File: config.mk
export PLATFORM = sky130hd
export DESIGN_NAME = roi_weighted_mean_variance
export DESIGN_NICKNAME = d
export VERILOG_FILES = /design/src/rwmv_pkg.sv /design/src/rwmv_ctrl.sv /design/src/rwmv_datapath.sv /design/src/roi_weighted_mean_variance.sv
export SDC_FILE = /design/constraint.sdc
export NUM_CORES = 2
export LEC_CHECK = 0
export BUFFER_PORTS_ARGS = -buffer_cell sky130_fd_sc_hd__buf_2
export CAP_MARGIN = 20
export CORE_UTILIZATION = 59
export DETAILED_ROUTE_END_ITERATION = 7
export GPL_ROUTABILITY_DRIVEN = 0
export GPL_TIMING_DRIVEN = 0
export HOLD_SLACK_MARGIN = 0.12
export PLACE_DENSITY = 0.87
export SLEW_MARGIN = 25
export SYNTH_ARGS = -nofsm -noshare
export SYNTH_HDL_FRONTEND = slang
export SYNTH_HIERARCHICAL = 1
export SYNTH_SLANG_ARGS = --single-unit
File: constraint.sdc
create_clock -name clk -period 7.28 [get_ports clk]
set_clock_uncertainty 0.2 [all_clocks]
set_input_delay 0.364 -clock clk [delete_from_list [all_inputs] [get_ports clk]]
set_output_delay 0.364 -clock clk [all_outputs]
set_load 0.01 [all_outputs]
File: src/rwmv_pkg.sv
`timescale 1ns / 1ps
// Shared types, register indexes and constants for the weighted mean and variance block.
package rwmv_pkg;

	// Default frame size limits handed to the top level parameters
	localparam int MAX_WIDTH_DEF  = 2048;
	localparam int MAX_HEIGHT_DEF = 2048;

	// Configuration port
	localparam int CFG_IDX_W  = 3;
	localparam int CFG_DATA_W = 12;
	typedef logic [CFG_IDX_W-1:0] cfg_index_t;
	localparam cfg_index_t REG_FRAME_WIDTH   = 3'd0;
	localparam cfg_index_t REG_FRAME_HEIGHT  = 3'd1;
	localparam cfg_index_t REG_MARGIN_LEFT   = 3'd2;
	localparam cfg_index_t REG_MARGIN_RIGHT  = 3'd3;
	localparam cfg_index_t REG_MARGIN_TOP    = 3'd4;
	localparam cfg_index_t REG_MARGIN_BOTTOM = 3'd5;

	// Register reset values
	localparam logic [11:0] FRAME_WIDTH_RST  = 12'd640;
	localparam logic [11:0] FRAME_HEIGHT_RST = 12'd480;

	// Field and accumulator widths
	localparam int SAMPLE_W = 16;
	localparam int WEIGHT_W = 9;
	localparam int VAR_W    = 31;
	localparam int ACC_W_W  = 31;
	localparam int ACC_T_W  = 46;
	localparam int ACC_Q_W  = 61;

	// Mean reported for an empty region (1.0 in Q8.8)
	localparam logic signed [SAMPLE_W-1:0] MEAN_ONE = 16'sd256;

	// Restoring divider: one quotient bit per step over the widest dividend
	localparam int DIV_STEPS = ACC_Q_W;
	localparam int DIV_CNT_W = $clog2(DIV_STEPS);

	typedef enum logic [2:0] {
		ST_ACCUM,
		ST_DRAIN,
		ST_DIV_T,
		ST_MEAN,
		ST_DIV_Q,
		ST_SQUARE,
		ST_OUT
	} state_t;

	// Controller to datapath
	typedef struct packed {
		logic take_in;   // input channel open
		logic div_step;  // one divider iteration
		logic div_next;  // keep mean, load square sum into divider
		logic sq_calc;   // square the mean
		logic out_load;  // load the result word
	} cmd_t;

	// Datapath to controller
	typedef struct packed {
		logic accept;    // pixel taken this cycle
		logic frame_end; // current pixel is the last of the frame
		logic snap;      // frame totals taken, divider loaded
		logic w_zero;    // region weight sum was zero
		logic out_free;  // result register can take a word
	} status_t;

endpackage

File: src/rwmv_ctrl.sv
`timescale 1ns / 1ps
// Sequencer for pixel accumulation, the frame-end divisions and result hand-off.
module rwmv_ctrl
	import rwmv_pkg::*;
(
	input  logic    clk,
	input  logic    arst_n,
	input  status_t status,
	output cmd_t    cmd
);

	localparam logic [DIV_CNT_W-1:0] DIV_LAST = DIV_CNT_W'(DIV_STEPS - 1);

	state_t state_q, state_d;
	logic [DIV_CNT_W-1:0] cnt_q, cnt_d;

	// State and step counter
	always_ff @(posedge clk or negedge arst_n) begin
		if (!arst_n) begin
			state_q <= ST_ACCUM;
			cnt_q   <= '0;
		end else begin
			state_q <= state_d;
			cnt_q   <= cnt_d;
		end
	end

	// Next state and commands
	always_comb begin
		state_d = state_q;
		cnt_d   = cnt_q;
		cmd     = '0;
		case (state_q)
			ST_ACCUM: begin
				cmd.take_in = 1'b1;
				if (status.accept && status.frame_end) begin
					state_d = ST_DRAIN;
				end
			end
			ST_DRAIN: begin
				// wait for the last pixel to reach the accumulators
				cnt_d = '0;
				if (status.snap) begin
					state_d = ST_DIV_T;
				end
			end
			ST_DIV_T: begin
				if (status.w_zero) begin
					state_d = ST_OUT;
				end else begin
					cmd.div_step = 1'b1;
					if (cnt_q == DIV_LAST) begin
						cnt_d   = '0;
						state_d = ST_MEAN;
					end else begin
						cnt_d = cnt_q + DIV_CNT_W'(1);
					end
				end
			end
			ST_MEAN: begin
				cmd.div_next = 1'b1;
				state_d      = ST_DIV_Q;
			end
			ST_DIV_Q: begin
				cmd.div_step = 1'b1;
				if (cnt_q == DIV_LAST) begin
					cnt_d   = '0;
					state_d = ST_SQUARE;
				end else begin
					cnt_d = cnt_q + DIV_CNT_W'(1);
				end
			end
			ST_SQUARE: begin
				cmd.sq_calc = 1'b1;
				state_d     = ST_OUT;
			end
			ST_OUT: begin
				if (status.out_free) begin
					cmd.out_load = 1'b1;
					state_d      = ST_ACCUM;
				end
			end
			default: begin
				state_d = ST_ACCUM;
			end
		endcase
	end

endmodule

File: src/rwmv_datapath.sv
`timescale 1ns / 1ps
// Counters, product pipeline, accumulators, shared divider and result register.
module rwmv_datapath
	import rwmv_pkg::*;
#(
	parameter int MAX_WIDTH  = MAX_WIDTH_DEF,
	parameter int MAX_HEIGHT = MAX_HEIGHT_DEF
) (
	input  logic                       clk,
	input  logic                       arst_n,
	input  logic                       cfg_we,
	input  cfg_index_t                 cfg_index,
	input  logic [CFG_DATA_W-1:0]      cfg_data,
	input  logic                       in_valid,
	input  logic signed [SAMPLE_W-1:0] sample,
	input  logic [WEIGHT_W-1:0]        weight,
	input  logic                       out_stall,
	input  cmd_t                       cmd,
	output status_t                    status,
	output logic                       out_valid,
	output logic signed [SAMPLE_W-1:0] mean,
	output logic [VAR_W-1:0]           variance,
	output logic                       zero_weight
);

	localparam int CW = $clog2(MAX_WIDTH);
	localparam int RW = $clog2(MAX_HEIGHT);
	localparam logic [11:0] MAX_W12 = 12'(MAX_WIDTH);
	localparam logic [11:0] MAX_H12 = 12'(MAX_HEIGHT);

	// Configuration registers
	logic [11:0] frame_width_q, frame_height_q;
	logic [10:0] margin_left_q, margin_right_q, margin_top_q, margin_bottom_q;

	always_ff @(posedge clk or negedge arst_n) begin
		if (!arst_n) begin
			frame_width_q   <= FRAME_WIDTH_RST;
			frame_height_q  <= FRAME_HEIGHT_RST;
			margin_left_q   <= '0;
			margin_right_q  <= '0;
			margin_top_q    <= '0;
			margin_bottom_q <= '0;
		end else if (cfg_we) begin
			case (cfg_index)
				REG_FRAME_WIDTH:   frame_width_q   <= cfg_data;
				REG_FRAME_HEIGHT:  frame_height_q  <= cfg_data;
				REG_MARGIN_LEFT:   margin_left_q   <= cfg_data[10:0];
				REG_MARGIN_RIGHT:  margin_right_q  <= cfg_data[10:0];
				REG_MARGIN_TOP:    margin_top_q    <= cfg_data[10:0];
				REG_MARGIN_BOTTOM: margin_bottom_q <= cfg_data[10:0];
				default: ;
			endcase
		end
	end

	// Effective frame size: zero acts as one, clamp to the limits
	logic [11:0] w_eff, h_eff;
	assign w_eff = (frame_width_q == '0) ? 12'd1 :
	               (frame_width_q > MAX_W12) ? MAX_W12 : frame_width_q;
	assign h_eff = (frame_height_q == '0) ? 12'd1 :
	               (frame_height_q > MAX_H12) ? MAX_H12 : frame_height_q;

	// Raster position and region test
	logic [CW-1:0] col_q;
	logic [RW-1:0] row_q;
	logic [12:0]   col_x, row_x;
	logic          in_cols, in_rows, in_region, row_end, frame_end, accept;

	assign col_x     = 13'(col_q);
	assign row_x     = 13'(row_q);
	assign in_cols   = (col_x >= 13'(margin_left_q)) &&
	                   (col_x + 13'(margin_right_q) < 13'(w_eff));
	assign in_rows   = (row_x >= 13'(margin_top_q)) &&
	                   (row_x + 13'(margin_bottom_q) < 13'(h_eff));
	assign in_region = in_cols && in_rows;
	assign row_end   = (col_x + 13'd1) >= 13'(w_eff);
	assign frame_end = row_end && ((row_x + 13'd1) >= 13'(h_eff));
	assign accept    = in_valid && cmd.take_in;

	always_ff @(posedge clk or negedge arst_n) begin
		if (!arst_n) begin
			col_q <= '0;
			row_q <= '0;
		end else if (accept) begin
			if (!row_end) begin
				col_q <= col_q + CW'(1);
			end else begin
				col_q <= '0;
				row_q <= frame_end ? '0 : row_q + RW'(1);
			end
		end
	end

	// Stage 1: sample squared and sample times weight
	logic                valid_s1, region_s1, fend_s1;
	logic [30:0]         sq_s1;
	logic signed [25:0]  sw_s1;
	logic [WEIGHT_W-1:0] wt_s1;
	logic signed [31:0]  sq_full;
	logic signed [25:0]  sw_full;

	assign sq_full = 32'(sample) * 32'(sample);
	assign sw_full = 26'(sample) * 26'(signed'({1'b0, weight}));

	always_ff @(posedge clk or negedge arst_n) begin
		if (!arst_n) begin
			valid_s1 <= 1'b0;
		end else begin
			valid_s1 <= accept;
		end
	end

	always_ff @(posedge clk) begin
		region_s1 <= in_region;
		fend_s1   <= frame_end;
		sq_s1     <= sq_full[30:0];
		sw_s1     <= sw_full;
		wt_s1     <= weight;
	end

	// Stage 2: square times weight
	logic                valid_s2, region_s2, fend_s2;
	logic [39:0]         sqw_s2;
	logic signed [25:0]  sw_s2;
	logic [WEIGHT_W-1:0] wt_s2;

	always_ff @(posedge clk or negedge arst_n) begin
		if (!arst_n) begin
			valid_s2 <= 1'b0;
		end else begin
			valid_s2 <= valid_s1;
		end
	end

	always_ff @(posedge clk) begin
		region_s2 <= region_s1;
		fend_s2   <= fend_s1;
		sqw_s2    <= 40'(sq_s1) * 40'(wt_s1);
		sw_s2     <= sw_s1;
		wt_s2     <= wt_s1;
	end

	// Accumulators; totals including the current pixel
	logic [ACC_W_W-1:0]        acc_w_q, tot_w;
	logic signed [ACC_T_W-1:0] acc_t_q, tot_t;
	logic [ACC_Q_W-1:0]        acc_q_q, tot_q;
	logic                      add_en, snap;

	assign add_en = valid_s2 && region_s2;
	assign snap   = valid_s2 && fend_s2;
	assign tot_w  = add_en ? acc_w_q + ACC_W_W'(wt_s2) : acc_w_q;
	assign tot_t  = add_en ? acc_t_q + ACC_T_W'(sw_s2) : acc_t_q;
	assign tot_q  = add_en ? acc_q_q + ACC_Q_W'(sqw_s2) : acc_q_q;

	always_ff @(posedge clk or negedge arst_n) begin
		if (!arst_n) begin
			acc_w_q <= '0;
			acc_t_q <= '0;
			acc_q_q <= '0;
		end else if (snap) begin
			acc_w_q <= '0;
			acc_t_q <= '0;
			acc_q_q <= '0;
		end else begin
			acc_w_q <= tot_w;
			acc_t_q <= tot_t;
			acc_q_q <= tot_q;
		end
	end

	// Frame totals and shared restoring divider (dividend reg collects the quotient)
	logic [ACC_W_W-1:0]      w_snap_q;
	logic [ACC_Q_W-1:0]      q_snap_q;
	logic                    t_neg_q, zero_q;
	logic [ACC_Q_W-1:0]      div_dvd_q;
	logic [ACC_W_W:0]        div_rem_q;
	logic [ACC_T_W-1:0]      t_mag;
	logic [ACC_W_W:0]        rem_sh;
	logic [ACC_W_W+1:0]      rem_diff;
	logic signed [SAMPLE_W-1:0] mean_q, mean_clamp;
	logic [31:0]             msq_q;
	logic signed [31:0]      msq_full;

	assign t_mag    = tot_t[ACC_T_W-1] ? ACC_T_W'(-tot_t) : ACC_T_W'(tot_t);
	assign rem_sh   = {div_rem_q[ACC_W_W-1:0], div_dvd_q[ACC_Q_W-1]};
	assign rem_diff = {1'b0, rem_sh} - {2'b00, w_snap_q};

	// Truncated quotient magnitude back to a signed, saturated mean
	always_comb begin
		if (t_neg_q) begin
			mean_clamp = (div_dvd_q > ACC_Q_W'(32768)) ? 16'sh8000 :
			             SAMPLE_W'(-div_dvd_q);
		end else begin
			mean_clamp = (div_dvd_q > ACC_Q_W'(32767)) ? 16'sh7FFF :
			             SAMPLE_W'(div_dvd_q);
		end
	end

	assign msq_full = 32'(mean_q) * 32'(mean_q);

	always_ff @(posedge clk or negedge arst_n) begin
		if (!arst_n) begin
			zero_q <= 1'b0;
		end else if (snap) begin
			zero_q <= (tot_w == '0);
		end
	end

	always_ff @(posedge clk) begin
		if (snap) begin
			w_snap_q  <= tot_w;
			q_snap_q  <= tot_q;
			t_neg_q   <= tot_t[ACC_T_W-1];
			div_dvd_q <= ACC_Q_W'(t_mag);
			div_rem_q <= '0;
		end else if (cmd.div_next) begin
			mean_q    <= mean_clamp;
			div_dvd_q <= q_snap_q;
			div_rem_q <= '0;
		end else if (cmd.div_step) begin
			if (rem_diff[ACC_W_W+1]) begin
				div_rem_q <= rem_sh;
				div_dvd_q <= {div_dvd_q[ACC_Q_W-2:0], 1'b0};
			end else begin
				div_rem_q <= rem_diff[ACC_W_W:0];
				div_dvd_q <= {div_dvd_q[ACC_Q_W-2:0], 1'b1};
			end
		end
		if (cmd.sq_calc) begin
			msq_q <= 32'(msq_full);
		end
	end

	// Variance: mean of squares less squared mean, floored at zero
	logic [ACC_Q_W-1:0] var_diff;
	logic [VAR_W-1:0]   var_val;

	assign var_diff = div_dvd_q - ACC_Q_W'(msq_q);
	assign var_val  = (div_dvd_q > ACC_Q_W'(msq_q)) ? var_diff[VAR_W-1:0] : '0;

	// Result register
	logic out_valid_q, out_free;

	assign out_free = !out_valid_q || !out_stall;

	always_ff @(posedge clk or negedge arst_n) begin
		if (!arst_n) begin
			out_valid_q <= 1'b0;
		end else if (cmd.out_load) begin
			out_valid_q <= 1'b1;
		end else if (!out_stall) begin
			out_valid_q <= 1'b0;
		end
	end

	always_ff @(posedge clk) begin
		if (cmd.out_load) begin
			mean        <= zero_q ? MEAN_ONE : mean_q;
			variance    <= zero_q ? '0 : var_val;
			zero_weight <= zero_q;
		end
	end

	assign out_valid        = out_valid_q;
	assign status.accept    = accept;
	assign status.frame_end = frame_end;
	assign status.snap      = snap;
	assign status.w_zero    = zero_q;
	assign status.out_free  = out_free;

	// Nothing follows the frame-end pixel through the pipeline
	a_snap_drained: assert property (@(posedge clk) disable iff (!arst_n)
		snap |-> !valid_s1)
		else $error("pixel behind frame end in pipeline");

	// Accumulators start the next frame from zero
	a_acc_cleared: assert property (@(posedge clk) disable iff (!arst_n)
		snap |=> (acc_w_q == '0) && (acc_t_q == '0) && (acc_q_q == '0))
		else $error("accumulators not cleared at frame end");

	// A waiting result word is never overwritten
	a_no_overwrite: assert property (@(posedge clk) disable iff (!arst_n)
		cmd.out_load |-> (!out_valid_q || !out_stall))
		else $error("result word overwritten while stalled");

endmodule

File: src/roi_weighted_mean_variance.sv
`timescale 1ns / 1ps
// Top level of the region-of-interest weighted mean and variance block.
// Pixels are taken one per cycle in raster order while a frame streams in; inside the region
// left by the four margins each pixel adds its weight, sample times weight and squared sample
// times weight to three accumulators through a two-stage product pipeline. After the last
// pixel of the frame the input is held off through these steps: draining the pipeline, 61
// steps of one shared bit-per-cycle restoring divider for the mean, keeping the mean and
// reloading the divider, 61 steps for the mean of squares, then squaring the mean and loading
// the result. An empty region skips the divisions and holds the input off until its result is
// loaded. The result word sits in an output register, so the next frame can start
// streaming while it waits to be taken; the result load of the following frame waits, with the
// input still held off, until the earlier word has gone. Configuration is written through a
// plain write port with no read-back.
module roi_weighted_mean_variance
	import rwmv_pkg::*;
#(
	parameter int MAX_WIDTH  = MAX_WIDTH_DEF,
	parameter int MAX_HEIGHT = MAX_HEIGHT_DEF
) (
	input  logic                       clk,
	input  logic                       arst_n,
	input  logic                       cfg_we,
	input  cfg_index_t                 cfg_index,
	input  logic [CFG_DATA_W-1:0]      cfg_data,
	input  logic                       in_valid,
	output logic                       in_stall,
	input  logic signed [SAMPLE_W-1:0] sample,
	input  logic [WEIGHT_W-1:0]        weight,
	output logic                       out_valid,
	input  logic                       out_stall,
	output logic signed [SAMPLE_W-1:0] mean,
	output logic [VAR_W-1:0]           variance,
	output logic                       zero_weight
);

	cmd_t    cmd;
	status_t status;

	rwmv_ctrl u_ctrl (
		.clk    (clk),
		.arst_n (arst_n),
		.status (status),
		.cmd    (cmd)
	);

	rwmv_datapath #(
		.MAX_WIDTH  (MAX_WIDTH),
		.MAX_HEIGHT (MAX_HEIGHT)
	) u_datapath (
		.clk         (clk),
		.arst_n      (arst_n),
		.cfg_we      (cfg_we),
		.cfg_index   (cfg_index),
		.cfg_data    (cfg_data),
		.in_valid    (in_valid),
		.sample      (sample),
		.weight      (weight),
		.out_stall   (out_stall),
		.cmd         (cmd),
		.status      (status),
		.out_valid   (out_valid),
		.mean        (mean),
		.variance    (variance),
		.zero_weight (zero_weight)
	);

	// input word taken only while accumulating
	assign in_stall = !cmd.take_in;

endmodule
==> impl_metrics.json <==
{
  "utilization_pct": 65.4,
  "numCtsBuffers": 78,
  "grt_max_degree": 85,
  "clock-sinks": 665,
  "worst_pin_slew_ps": 1170,
  "max_freq_mhz": 130,
  "yosys.cell_types.count": 103,
  "syn_to_final_growth_pct": 9.56,
  "hold_end": "u_datapath/sw_s2[21]$_DFF_P_",
  "clkTransAtPathRegs_ps": 70,
  "rr_startpoint": "u_datapath/mean_q[4]$_DFFE_PP_",
  "synth.area.top_cells": "fa_1, edfxtp_1, ha_1, dfrtp_1, inv_1",
  "cts_root_buffer": "clkbuf_16",
  "endpoint_kind": "register",
  "synth-seq-area-share_pct": 25.1,
  "wl_per_cell_um": 20.8,
  "synth_edf_count": 234,
  "synth_compound_area_share_pct": 11.0,
  "synthXorXnorAreaFrac_pct": 4.65,
  "ant_nets": 0,
  "synth_adder_area_share_pct": 33.9,
  "relSlewSlack_pct": 20.9,
  "grt_overflow_total": 0,
  "vias": 54644,
  "rsz0062_at_grt": "true",
  "ys.flop_type": "dfrtp_1",
  "synthSimpleGateAreaFrac_pct": 15.0,
  "viasPerCell": 6.07,
  "holdPathStages": 0,
  "finalWorstSetupSlack_ps": -428,
  "synth_mux_area_share_pct": 2.32,
  "ys_ff_latch": 665,
  "die_w_um": 340,
  "regToRegSetupSlack_ps": -430,
  "htreeDepth": 3,
  "nNetsFinal": 8822,
  "max_stage_delay_ps": 540,
  "cap_violations": 0,
  "critPathKind": "reg -> reg",
  "synth_area_um2": 67200,
  "grt_usage_pct": 31.6,
  "min_period_ps": 7710,
  "yosys_warnings": 6,
  "min_from": "u_datapath/sw_s1[21]$_DFF_P_",
  "reg2regPathDepth": 25,
  "critPathArrivalTime_ps": 7900,
  "failed_checks": "DRC, setup timing",
  "finalMaxSlewViolations": 0,
  "synth_cells": 7162,
  "status": "finished with violations",
  "clock_path_buffers": 3,
  "cp_slowest_cell": "fa_1",
  "final_layout_size_suffix_gt1_share_pct": 6.88,
  "dieArea_um2": 115000,
  "cp.required_ps": 7480,
  "dp.final_hpwl_mm": 138,
  "synth_top_family_by_area": "adder cells",
  "reg2reg_to": "u_datapath/msq_q[29]$_DFFE_PP_",
  "cts_tree": "done",
  "async_flop_share_pct": 36.2,
  "hold_viol_final": 0,
  "finalCritPeriodShare_pct": 106,
  "coreArea_um2": 113000,
  "timing.critical_path.mode_cell": "fa_1",
  "cp-start-kind": "register",
  "start_util_pct": 59.7,
  "antenna_found_initial": 2,
  "finalSetupViolCount": 8,
  "final_common_cell": "inv_1",
  "path_max_fanout": 6,
  "synth_nets": 8551,
  "ios": 95,
  "port_buffers": 92,
  "grt_pass1_wl_mm": 291,
  "clock_latency_ps": 680,
  "first_global_vias": 56493,
  "die_y_um": 340,
  "synth_top_area_cell": "fa_1",
  "first_pass_iters": 8,
  "drt_iter0_drc": 5341,
  "synth_top_area_share_pct": 23.6,
  "final_cell_mix": "inv_1, fa_1, nand2_1, ha_1, nor2_1",
  "drc": 2,
  "syn_area_per_cell_um2": 9.38,
  "fp-row-count": 123,
  "wirelength_mm": 187,
  "min_path_type": "reg -> reg"
}
-- worst max path at each step --
| stage | slack [ps] | end | startpoint | depth (start not counted) |
|---|---|---|---|---|
| 4_1_cts | -20 | u_datapath/msq_q[29]$_DFFE_PP_ | u_datapath/mean_q[11]$_DFFE_PP_ | 24 |
| 6_report | -430 | u_datapath/msq_q[29]$_DFFE_PP_ | u_datapath/mean_q[4]$_DFFE_PP_ | 25 |
| 3_3_place_gp | -1090 | u_datapath/sq_s1[30]$_DFF_P_ | sample[4] | 25 |
| 3_5_place_dp | -1230 | u_datapath/sq_s1[30]$_DFF_P_ | sample[4] | 25 |
| 5_1_grt | -460 | u_datapath/msq_q[29]$_DFFE_PP_ | u_datapath/mean_q[4]$_DFFE_PP_ | 25 |
| 2_1_floorplan | 280 | u_datapath/msq_q[29]$_DFFE_PP_ | u_datapath/mean_q[1]$_DFFE_PP_ | 25 |
-- cell usage after synthesis (59+ instances only) --
master and instances:
nand3_1 108, xnor2_1 243, and2_1 348, nor2_1 356
a21o_1 124, mux2i_1 86, mux2_2 61, a21oi_1 309
and3_1 60, o21ai_0 275, nor3_1 83, o21a_1 60
nand2_1 770, clkbuf_1 229, xor2_1 114, ha_1 553
dfxtp_1 190, dfrtp_1 235, edfxtp_1 234, inv_1 1173
fa_1 791, nor2b_1 59
-- final cells by class --
class                           count  area (um2)
Antenna cell                        3        7.51
Buffer                            255        1140
Clock buffer                       99        2120
Clock inverter                     46         556
Fill cell                        8072       39000
Inverter                         1174        4420
Multi-Input combinational cell   5060       45100
Sequential cell                   665       16900
Tap cell                         1500        1880
Timing Repair Buffer              199        1520
-- stage by stage --
step                hold WS [ps]  cells  setup WS (ps)  instance area (um2)  TNS [ps]
floorplan                   -132   7162            283                67200         0
global placement             111   8754          -1090                69500    -10900
detailed placement           112   8760          -1230                69700    -16080
CTS                          121   8965          -16.9                73100     -16.9
global route                 125   8998           -463                73600     -2350
finish                       121   9001           -428                73600     -1950
-- sequential cells by signal, indices dropped and copies added (netlist names), 11 cells and up --
signal and count:
u_datapath/variance 31, u_datapath/margin_bottom_q 11, u_datapath/margin_top_q 11, u_datapath/div_rem_q 31, u_datapath/msq_q 31, u_datapath/sw_s2 26
u_datapath/sq_s1 30, u_datapath/mean 16, u_datapath/col_q 11, u_datapath/sw_s1 26, u_datapath/margin_left_q 11, u_datapath/row_q 11
u_datapath/q_snap_q 61, u_datapath/frame_width_q 12, u_datapath/margin_right_q 11, u_datapath/div_dvd_q 61, u_datapath/acc_t_q 46, u_datapath/acc_w_q 31
u_datapath/acc_q_q 61, u_datapath/sqw_s2 40, u_datapath/mean_q 16, u_datapath/w_snap_q 31, u_datapath/frame_height_q 12
-- what timing repair did --
item | 4_1_cts | 5_1_grt
endpoints found under the setup margin | 29 | 22
cloned | 0 | 1
pin swaps | 4 | 33
gates resized for setup | 49 | 119
setup buffers | 23 | 37
hold buffers | 39 | 1
endpoints found under the hold margin | 247 | 1
-- routing by layer --
metal  wire length, um  global-route usage [%]
met5                12                       0
met2             87500                    52.4
met3             18400                    5.72
met4             14600                    20.1
met1             66700                    38.1
-- critical path: cells and delay by family, from the launching register on --
family | cells | cell delay, ps
buffers and inverters | 5 | 760
flip-flops | 1 | 510
AND/OR/NAND/NOR | 6 | 1040
XOR/XNOR | 1 | 90
AO/OA/AOI/OAI | 6 | 1560
adder cells (fa/ha/maj) | 7 | 3250
-- kinds of logic (layout without fill, tap and decap cells) --
family,after synthesis,in the layout
and+or+nand+nor,2068,2068
buffers and inverters,1437,1773
adders and majority gates,1344,1344
AOI/OAI and AO/OA,1141,1141
DFF,665,665
xor gates and xnor gates,357,357
muxes,148,148
other,2,5
Power is left out: the tool's default activity adds up to more than one toggle a clock period on the data nets, which glitch-free logic cannot reach.
